===== src/hdl/a2h_pkg.sv =====
// shared types and constants for the ascii to hid keystroke serializer
package a2h_pkg;

  typedef enum logic [1:0] {
    CMD_POLL   = 2'd0,
    CMD_APPEND = 2'd1,
    CMD_CUSTOM = 2'd2,
    CMD_TOGGLE = 2'd3
  } cmd_t;

  typedef enum logic [1:0] {
    PH_IDLE = 2'd0,
    PH_DOWN = 2'd1,
    PH_UP   = 2'd2
  } phase_t;

  typedef enum logic [1:0] {
    TG_NONE = 2'd0,
    TG_REQ  = 2'd1,
    TG_SENT = 2'd2
  } toggle_t;

  typedef struct packed {
    cmd_t       command;
    logic [6:0] char_code;
    logic [7:0] custom_keycode;
  } cmd_item_t;

  typedef struct packed {
    logic [7:0] modifier_byte;
    logic [7:0] keycode;
    logic       busy_res;
  } rpt_t;

  localparam logic [7:0] MOD_SHIFT = 8'h02;
  localparam logic [7:0] MOD_RALT  = 8'h40;

  localparam logic [7:0] KEY_A     = 8'h04;
  localparam logic [7:0] KEY_1     = 8'h1E;
  localparam logic [7:0] KEY_0     = 8'h27;
  localparam logic [7:0] KEY_ENTER = 8'h28;
  localparam logic [7:0] KEY_SPACE = 8'h2C;
  localparam logic [7:0] KEY_GRAVE = 8'h35;
  localparam logic [7:0] KEY_SLASH = 8'h38;
  localparam logic [7:0] KEY_NONE  = 8'h00;

  localparam logic [6:0] CH_LF      = 7'h0A;
  localparam logic [6:0] CH_SPACE   = 7'h20;
  localparam logic [6:0] CH_BANG    = 7'h21;
  localparam logic [6:0] CH_SLASH   = 7'h2F;
  localparam logic [6:0] CH_ZERO    = 7'h30;
  localparam logic [6:0] CH_ONE     = 7'h31;
  localparam logic [6:0] CH_NINE    = 7'h39;
  localparam logic [6:0] CH_QUEST   = 7'h3F;
  localparam logic [6:0] CH_UPPER_A = 7'h41;
  localparam logic [6:0] CH_UPPER_Z = 7'h5A;
  localparam logic [6:0] CH_LOWER_A = 7'h61;
  localparam logic [6:0] CH_LOWER_Z = 7'h7A;
  localparam logic [6:0] CH_TILDE   = 7'h7E;

endpackage


===== src/hdl/a2h_stream_if.sv =====
// valid/ready stream interface carrying one payload item per transfer
interface a2h_stream_if #(
  parameter type T = logic
) ();
  logic valid;
  logic ready;
  T     data;

  modport source (output valid, output data, input ready);
  modport sink   (input valid, input data, output ready);
endinterface


===== src/hdl/a2h_ram.sv =====
// generic single write port ram with registered read (old data on collision)
module a2h_ram #(
  parameter int WIDTH = 8,
  parameter int DEPTH = 64
) (
  input  logic                     clk,
  input  logic                     we,
  input  logic [$clog2(DEPTH)-1:0] waddr,
  input  logic [WIDTH-1:0]         wdata,
  input  logic [$clog2(DEPTH)-1:0] raddr,
  output logic [WIDTH-1:0]         rdata
);
  logic [WIDTH-1:0] mem [DEPTH];

  always_ff @(posedge clk) begin
    if (we) begin
      mem[waddr] <= wdata;
    end
    rdata <= mem[raddr];
  end
endmodule


===== src/hdl/a2h_keymap.sv =====
// ascii character to hid usage code and shift lookup
module a2h_keymap
  import a2h_pkg::*;
(
  input  logic [6:0] char_code,
  output logic [7:0] usage,
  output logic       shift
);
  logic [7:0] ch8;

  assign ch8 = {1'b0, char_code};

  always_comb begin
    usage = KEY_NONE;
    shift = 1'b0;
    case (char_code) inside
      [CH_LOWER_A:CH_LOWER_Z]: usage = KEY_A + (ch8 - {1'b0, CH_LOWER_A});
      [CH_UPPER_A:CH_UPPER_Z]: begin
        usage = KEY_A + (ch8 - {1'b0, CH_UPPER_A});
        shift = 1'b1;
      end
      [CH_ONE:CH_NINE]:        usage = KEY_1 + (ch8 - {1'b0, CH_ONE});
      CH_ZERO:                 usage = KEY_0;
      CH_SLASH:                usage = KEY_SLASH;
      CH_SPACE:                usage = KEY_SPACE;
      CH_LF:                   usage = KEY_ENTER;
      CH_BANG: begin
        usage = KEY_1;
        shift = 1'b1;
      end
      CH_QUEST: begin
        usage = KEY_SLASH;
        shift = 1'b1;
      end
      CH_TILDE: begin
        usage = KEY_GRAVE;
        shift = 1'b1;
      end
      default: begin
        usage = KEY_NONE;
        shift = 1'b0;
      end
    endcase
  end
endmodule


===== src/hdl/a2h_out_skid.sv =====
// two-entry output register with skid stage for report transfers
module a2h_out_skid
  import a2h_pkg::*;
(
  input  logic clk,
  input  logic rst,
  input  logic push,
  input  rpt_t push_data,
  output logic space,
  output logic out_valid,
  input  logic out_ready,
  output rpt_t out_data
);
  logic ov;
  logic sv;
  rpt_t od;
  rpt_t sd;
  logic out_xfer;

  assign space     = !sv;
  assign out_valid = ov;
  assign out_data  = od;
  assign out_xfer  = ov && out_ready;

  always_ff @(posedge clk) begin
    if (rst) begin
      ov <= 1'b0;
      sv <= 1'b0;
    end else if (sv) begin
      if (out_xfer) begin
        od <= sd;
        sv <= 1'b0;
      end
    end else if (push) begin
      if (!ov || out_xfer) begin
        od <= push_data;
        ov <= 1'b1;
      end else begin
        sd <= push_data;
        sv <= 1'b1;
      end
    end else if (out_xfer) begin
      ov <= 1'b0;
    end
  end
endmodule


===== src/hdl/ascii_to_hid_keystroke_serializer.sv =====
// top level: buffers ascii characters and serves hid keyboard reports on host polls
//
// usage
//   cmd carries one command per transfer: host poll, append character, set custom
//   keycode or request a language toggle. only a host poll yields a report on rpt.
//   each report is the one held before that poll; the poll then loads the next
//   key-down or release report into the held registers
// latency and throughput
//   one command per cycle while cmd.ready is high; a poll's report is registered
//   in the output register, or the skid entry if that is full. the rate is set
//   by the state registers, all updated in the transfer cycle, and by the ram
//   read address tracking rd_next, so the head character is registered per poll
// reset
//   rst clears the pointers, phases, pending requests and held report; the
//   character ram is not cleared, only entries below the fill count are read
// stall
//   reports wait in an output register backed by a skid entry; while both are
//   full cmd.ready is low for every command, and no report is lost or repeated
// appends to a full buffer are dropped; the buffer resets when it drains
module ascii_to_hid_keystroke_serializer
  import a2h_pkg::*;
#(
  parameter int BUFFER_DEPTH = 64
) (
  input logic          clk,
  input logic          rst,
  a2h_stream_if.sink   cmd,
  a2h_stream_if.source rpt
);
  // count width holds 0..depth, index width addresses the ram
  localparam int CW = $clog2(BUFFER_DEPTH + 1);
  localparam int AW = $clog2(BUFFER_DEPTH);

  // buffer pointers
  logic [CW-1:0] rd;
  logic [CW-1:0] rd_next;
  logic [CW-1:0] fill;
  logic [CW-1:0] fill_next;

  // keystroke state and held report
  phase_t     phase;
  phase_t     phase_next;
  toggle_t    tphase;
  toggle_t    tphase_next;
  logic [7:0] hmod;
  logic [7:0] hmod_next;
  logic [7:0] hkey;
  logic [7:0] hkey_next;
  logic [7:0] pcustom;
  logic [7:0] pcustom_next;

  // handshake and report path
  logic      accept;
  logic      push;
  logic      space;
  rpt_t      rpt_d;
  cmd_item_t item;

  // character store and head-of-buffer bypass
  logic       we;
  logic [6:0] ram_q;
  logic       byp;
  logic [6:0] byp_data;
  logic [6:0] head;
  logic [7:0] map_usage;
  logic       map_shift;

  assign item      = cmd.data;
  assign cmd.ready = space;
  assign accept    = cmd.valid && space;

  a2h_ram #(
    .WIDTH (7),
    .DEPTH (BUFFER_DEPTH)
  ) u_store (
    .clk   (clk),
    .we    (we),
    .waddr (fill[AW-1:0]),
    .wdata (item.char_code),
    .raddr (rd_next[AW-1:0]),
    .rdata (ram_q)
  );

  // a write landing on the entry about to be read is forwarded past the ram
  assign head = byp ? byp_data : ram_q;

  a2h_keymap u_map (
    .char_code (head),
    .usage     (map_usage),
    .shift     (map_shift)
  );

  // command decode and poll update, steps in the same order as the keystroke rules
  always_comb begin
    rd_next      = rd;
    fill_next    = fill;
    phase_next   = phase;
    tphase_next  = tphase;
    hmod_next    = hmod;
    hkey_next    = hkey;
    pcustom_next = pcustom;
    we           = 1'b0;
    push         = 1'b0;
    rpt_d        = '0;
    if (accept) begin
      case (item.command)
        CMD_APPEND: begin
          if (fill < CW'(BUFFER_DEPTH)) begin
            we        = 1'b1;
            fill_next = fill + CW'(1);
          end
        end
        CMD_CUSTOM: pcustom_next = item.custom_keycode;
        CMD_TOGGLE: tphase_next = TG_REQ;
        CMD_POLL: begin
          push                = 1'b1;
          rpt_d.modifier_byte = hmod;
          rpt_d.keycode       = hkey;
          // drained buffer returns to empty
          if (rd >= fill) begin
            hmod_next = '0;
            hkey_next = '0;
            rd_next   = '0;
            fill_next = '0;
          end
          // release phases clear the report and drop pending requests
          if (phase == PH_DOWN || phase == PH_UP) begin
            phase_next   = (phase == PH_DOWN) ? PH_UP : PH_IDLE;
            hmod_next    = '0;
            hkey_next    = '0;
            pcustom_next = '0;
            tphase_next  = TG_NONE;
          end else begin
            phase_next = PH_IDLE;
          end
          // next buffered character
          if (phase_next == PH_IDLE && rd_next < fill_next) begin
            hmod_next  = (hmod_next & ~MOD_SHIFT) | (map_shift ? MOD_SHIFT : 8'h00);
            hkey_next  = map_usage;
            rd_next    = rd_next + CW'(1);
            phase_next = PH_DOWN;
          end
          // custom keycode when no character went out
          if (phase_next == PH_IDLE && pcustom_next != 8'h00) begin
            hkey_next  = pcustom_next;
            phase_next = PH_DOWN;
          end
          // language toggle through right alt
          if (phase_next == PH_IDLE && tphase_next == TG_REQ) begin
            hmod_next   = hmod_next | MOD_RALT;
            phase_next  = PH_DOWN;
            tphase_next = TG_SENT;
          end
          rpt_d.busy_res = (fill_next > rd_next) || (phase_next != PH_IDLE)
                           || (pcustom_next != 8'h00) || (tphase_next == TG_REQ);
        end
        default: begin
          push = 1'b0;
        end
      endcase
    end
  end

  always_ff @(posedge clk) begin
    if (rst) begin
      rd      <= '0;
      fill    <= '0;
      phase   <= PH_IDLE;
      tphase  <= TG_NONE;
      hmod    <= '0;
      hkey    <= '0;
      pcustom <= '0;
      byp     <= 1'b0;
    end else begin
      rd      <= rd_next;
      fill    <= fill_next;
      phase   <= phase_next;
      tphase  <= tphase_next;
      hmod    <= hmod_next;
      hkey    <= hkey_next;
      pcustom <= pcustom_next;
      byp     <= we && (fill == rd_next);
    end
    byp_data <= item.char_code;
  end

  // report output register with skid entry
  a2h_out_skid u_out (
    .clk       (clk),
    .rst       (rst),
    .push      (push),
    .push_data (rpt_d),
    .space     (space),
    .out_valid (rpt.valid),
    .out_ready (rpt.ready),
    .out_data  (rpt.data)
  );

  // read position never passes the fill count
  a_rd_le_fill: assert property (@(posedge clk) disable iff (rst) rd <= fill)
    else $error("read position beyond fill count");

  // fill count stays within the buffer
  a_fill_le_depth: assert property (@(posedge clk) disable iff (rst)
    fill <= CW'(BUFFER_DEPTH))
    else $error("fill count beyond buffer depth");

  // a poll after a key-down loads a release report
  a_release: assert property (@(posedge clk) disable iff (rst)
    (push && phase == PH_DOWN) |=> (hmod == 8'h00 && hkey == 8'h00 && phase == PH_UP))
    else $error("key-down not followed by release report");

  // a sent toggle only exists while its key-down report is held
  a_toggle_sent: assert property (@(posedge clk) disable iff (rst)
    (tphase == TG_SENT) |-> (phase == PH_DOWN))
    else $error("toggle sent outside key-down phase");

endmodule


===== src/flat_wrapper.sv =====
// flat-port wrapper written by rule: the top's interface ports become plain ports
module ascii_to_hid_keystroke_serializer_flat import a2h_pkg::*;
#(
  parameter int BUFFER_DEPTH = 64
)
  (clk, rst, cmd_valid, cmd_data, cmd_ready, rpt_valid, rpt_data, rpt_ready);
  a2h_stream_if #(.T(cmd_item_t)) cmd_i ();
  a2h_stream_if #(.T(rpt_t)) rpt_i ();
  input logic clk;
  input logic rst;
  input wire logic [$bits(cmd_i.valid)-1:0] cmd_valid;
  input wire logic [$bits(cmd_i.data)-1:0] cmd_data;
  output wire logic [$bits(cmd_i.ready)-1:0] cmd_ready;
  output wire logic [$bits(rpt_i.valid)-1:0] rpt_valid;
  output wire logic [$bits(rpt_i.data)-1:0] rpt_data;
  input wire logic [$bits(rpt_i.ready)-1:0] rpt_ready;
  assign cmd_i.valid = cmd_valid;
  assign cmd_i.data = cmd_data;
  assign cmd_ready = cmd_i.ready;
  assign rpt_valid = rpt_i.valid;
  assign rpt_data = rpt_i.data;
  assign rpt_i.ready = rpt_ready;
  ascii_to_hid_keystroke_serializer #(.BUFFER_DEPTH(BUFFER_DEPTH)) u_core (.clk(clk), .rst(rst), .cmd(cmd_i), .rpt(rpt_i));
endmodule

===== config.mk =====
export PLATFORM = sky130hd
export DESIGN_NAME = ascii_to_hid_keystroke_serializer_flat
export DESIGN_NICKNAME = d
export VERILOG_FILES = /design/src/hdl/a2h_pkg.sv /design/src/hdl/a2h_stream_if.sv /design/src/hdl/a2h_ram.sv /design/src/hdl/a2h_keymap.sv /design/src/hdl/a2h_out_skid.sv /design/src/hdl/ascii_to_hid_keystroke_serializer.sv /design/src/flat_wrapper.sv
export SDC_FILE = /design/constraint.sdc
export NUM_CORES = 1
export LEC_CHECK = 0
export BUFFER_PORTS_ARGS = -buffer_cell sky130_fd_sc_hd__buf_2
export CELL_PAD_IN_SITES_DETAIL_PLACEMENT = 1
export CELL_PAD_IN_SITES_GLOBAL_PLACEMENT = 1
export CORE_MARGIN = 2
export CORE_UTILIZATION = 40
export DETAILED_ROUTE_END_ITERATION = 10
export PLACE_DENSITY_LB_ADDON = 0.1
export SLEW_MARGIN = 20
export SYNTH_ARGS = -nofsm -noshare
export SYNTH_HDL_FRONTEND = slang
export SYNTH_SLANG_ARGS = --single-unit

===== constraint.sdc =====
create_clock -name clk -period 14.2 [get_ports clk]
set_clock_uncertainty 0.05 [all_clocks]
set_input_delay 1.42 -clock clk [delete_from_list [all_inputs] [get_ports clk]]
set_output_delay 1.42 -clock clk [all_outputs]
set_load 0.02 [all_outputs]

==> summary.md <==
## Clock tree
* **Sink Count** 523
* **clock latency on the worst-skew pair** 610 ps
* **number of gates resized after CTS** 0
* **# H-tree levels** 2
* **TritonCTS clock tree** yes
* **clock input transition at the sequential cells of the worst setup and hold paths** 60 ps
* **count of hold buffers inserted by post-cts repair** 0
* **setup fix buffers added after clock tree synthesis** 0
* **clock tree buffer depth** 3
* **CTS Buf Count** 56
* **buffer type at the clock tree root** clkbuf_16

## Power
* **combinational power share** 0.027
* **total power divided by cell area** 127 nW/µm²
* **maximum vdd drop** 0.124 mV
* **Internal Power** 2560 µW
* **sequential fraction of design power** 0.519
* **switching fraction of total power** 0.211
* **LEAKAGE** 0.00881 µW
* **net switching component of the power** 685 µW
* **fraction of power consumed by the clock network** 0.454

## Yosys
* **cell count after synthesis** 1777
* **number of flops mapped to enable cells by yosys** 470
* **synth unique cells** 77
* **number of synthesis warnings** 0
* **Post-Syn Area per Cell** 12.8 µm²
* **fraction of synthesis flops using an asynchronous set or reset pin** 0
* **dominant synthesized flop cell** edfxtp_1
* **largest cells by area after synthesis** edfxtp_1 62%, mux2i_1 4.8%, dfxtp_1 4.7%
* **Yosys reg bits** 523
* **fraction of the yosys area taken by sequential cells** 0.667
* **Synth top area share** 0.620
* **total standard cell area after synthesis** 22700 µm²
* **library cell with the largest summed area after synthesis** edfxtp_1

## Place
* **Buffers on Ports** 33
* **weighted congestion reported at the end of routability-driven placement** 0.818
* **DP Area** 23600 µm²
* **Detail Placement HPWL** 44000 µm
* **cell total after placement** 2490

## Route
* **DRT Pass-1 Iters** 5
* **DRC** 0
* **post-DR vias/cell** 5.80
* **total vias in the final route** 15100
* **routed wirelength normalized by instance count** 27.0 µm
* **Starting DRT DRC Count** 1174
* **number of nets with antenna violations after detailed routing** 0
* **final wirelength** 70100 µm

## Floorplanning
* **num ports** 40
* **FP Rows** 87
* **Die Area** 58800 µm²
* **die outline width** 242 µm
* **Starting Density** 0.404
* **Core Box Area** 56300 µm²
* **die boundary height** 242 µm

## Timing
* **Max-slew headroom** 0.271
* **number of max-slew violations in the final report** 0
* **# setup viols final** 0
* **final worst path period need** 7530 ps
* **setup_tns** 0 ps
* **part of the cycle the worst path needs** 0.530
* **count of final hold-check violations** 0
* **slew at the pin closest to its max-slew limit** 1090 ps
* **unrepaired setup endpoints after global routing** false
* **Max Clock Freq** 0.133 GHz

## Worst hold path
* **worst min path class** register to register
* **worst hold start** u_core.hmod[6]
* **worst hold path stage count** 2

## Setup path
* **critical path required time** 14640 ps
* **data arrival time of the critical path** 7970 ps
* **critical path startpoint** u_core.rd[0]
* **cell count of the worst reg-to-reg path** 19
* **register-to-register setup slack** 6670 ps
* **type of the worst setup path** register to register
* **kind of end point of the critical path** register
* **CP Max Fanout** 64
* **Worst setup SP type** register
* **beginning of the worst register-to-register path** u_core.rd[0]

## Cells and area
* **count of fill cells added during filler insertion** 5763
* **share of post-route cells with drive strength above 1** 0.0968
* **most frequent cells in the layout** 470 x edfxtp_1, 228 x nand2_1, 156 x nor2_1
* **signed area change from the synthesized netlist to the final layout** 11.9%
* **Post-layout nets** 1844
* **most common library cell in the layout ignoring fill and taps** edfxtp_1
* **Antenna diodes** 0
* **Non-Filler Instances** 2595
* **final instance area** 25400 µm²

## Run status
* **result of the run** complete, no violations

## Global route
* **residual overflow from global routing** 0
* **initial antenna violation count** 0
* **number of global-route vias before repair** 15400
* **wire length of the first global-routing pass** 104000 µm
* **All-Layer GR Usage** 0.236
* **maximum number of pins on one net before global-route repair** 74

## Run
* **Maximum Capacitance Violations** 0

## cell type report
cell class / instances / area [µm²] / share of cell area
multi-input combinational: 1124 / 7020 / 0.276
clock inverter: 33 / 293 / 0.0115
tap: 756 / 946 / 0.0372
timing repair buffer: 59 / 360 / 0.0142
sequential: 523 / 15200 / 0.596
clock buffer: 72 / 1550 / 0.0607
inverter: 28 / 105 / 0.00413
## per-layer routing
metal	wire, µm	GRT usage	share of wire
met5	0	0	0
met4	1650	0.0601	0.024
met3	3100	0.0311	0.044
met2	32800	0.383	0.47
met1	32600	0.334	0.46
## state kept, by name (all words and copies together), names as in the netlist, 2 cells and up
register               flops
u_core.u_store.mem       448
u_core.hkey                8
u_core.u_out.sd           11
u_core.fill                7
u_core.tphase              2
u_core.rd                  7
u_core.pcustom             8
u_core.hmod                2
u_core.u_store.rdata       7
u_core.phase               2
u_core.u_out.out_data     11
u_core.byp_data            7
## synth_stat cells (5+ instances only)
cell and number:
edfxtp_1 470, nand2_1 229, nor2_1 156, mux2i_1 108
nand3_1 88, a21oi_1 65, dfxtp_1 53, buf_2 44
a211oi_1 42, a21o_1 39, clkbuf_1 39, o21ai_0 37
a31oi_1 32, nand4_1 32, ha_1 31, inv_1 28
and2_1 24, a22oi_1 20, mux2_2 17, buf_4 16
nor3_1 15, a32oi_1 13, nor2b_1 11, xnor2_1 11
nand2b_1 9, o221ai_1 9, o22ai_1 9, or4_1 8
a221oi_1 7, and3_1 7, o21ai_1 7, o41ai_1 7
buf_1 6, nor4_1 6, o211ai_1 6, a41oi_1 5
## power groups by stage
stage | logic [µW] | clock network, µW | registers, µW
after CTS | 88.6 | 1490 | 1680
after global routing | 96.1 | 1550 | 1680
after global placement | 86.4 | 0 | 1720
final | 87.7 | 1470 | 1680
after detailed placement | 88.4 | 0 | 1720
after floorplan | 43.5 | 0 | 1720
## worst max-delay path, cell delays in order, from the launching register on
cell and delay [ps]:
dfxtp_1 680, inv_1 230, ha_1 320, nand2b_1 150, a211oi_2 310, o21a_1 810, nand2_1 200, ha_1 390
a21oi_1 290, o211ai_1 260, nor3_1 340, a2bb2oi_2 210, nand2_8 500, buf_4 640, buf_4 590, mux2_2 400
o22a_1 210, nand4_1 110, nand3_1 80, or4b_1 510
## logic make-up after synthesis
family | count (synthesis) | share of synthesized area
simple gates | 601 | 0.118
flops | 523 | 0.667
compound gates | 348 | 0.108
buf+inv | 135 | 0.0280
mux | 125 | 0.0559
fa+ha+maj | 31 | 0.0171
xor+xnor | 13 | 0.00501
other cells | 1 | 0.000165
## through the flow
stage	utilization	worst slack [ps]	total power, µW	hold slack [ps]
floorplan	-	8680	1760	382
global placement	0.419	6790	1800	393
detailed placement	0.419	6650	1810	402
CTS	0.452	6680	3260	410
global route	0.452	6200	3330	446
finish	0.452	6670	3240	407
## path summary, 6_finish.rpt
path / end
max: u_core.u_store.rdata[2]
min: u_core.hmod[6]
max reg2reg: u_core.u_store.rdata[2]
min reg2reg: u_core.hmod[6]
Note: power is estimated with default switching activity, not from simulation.
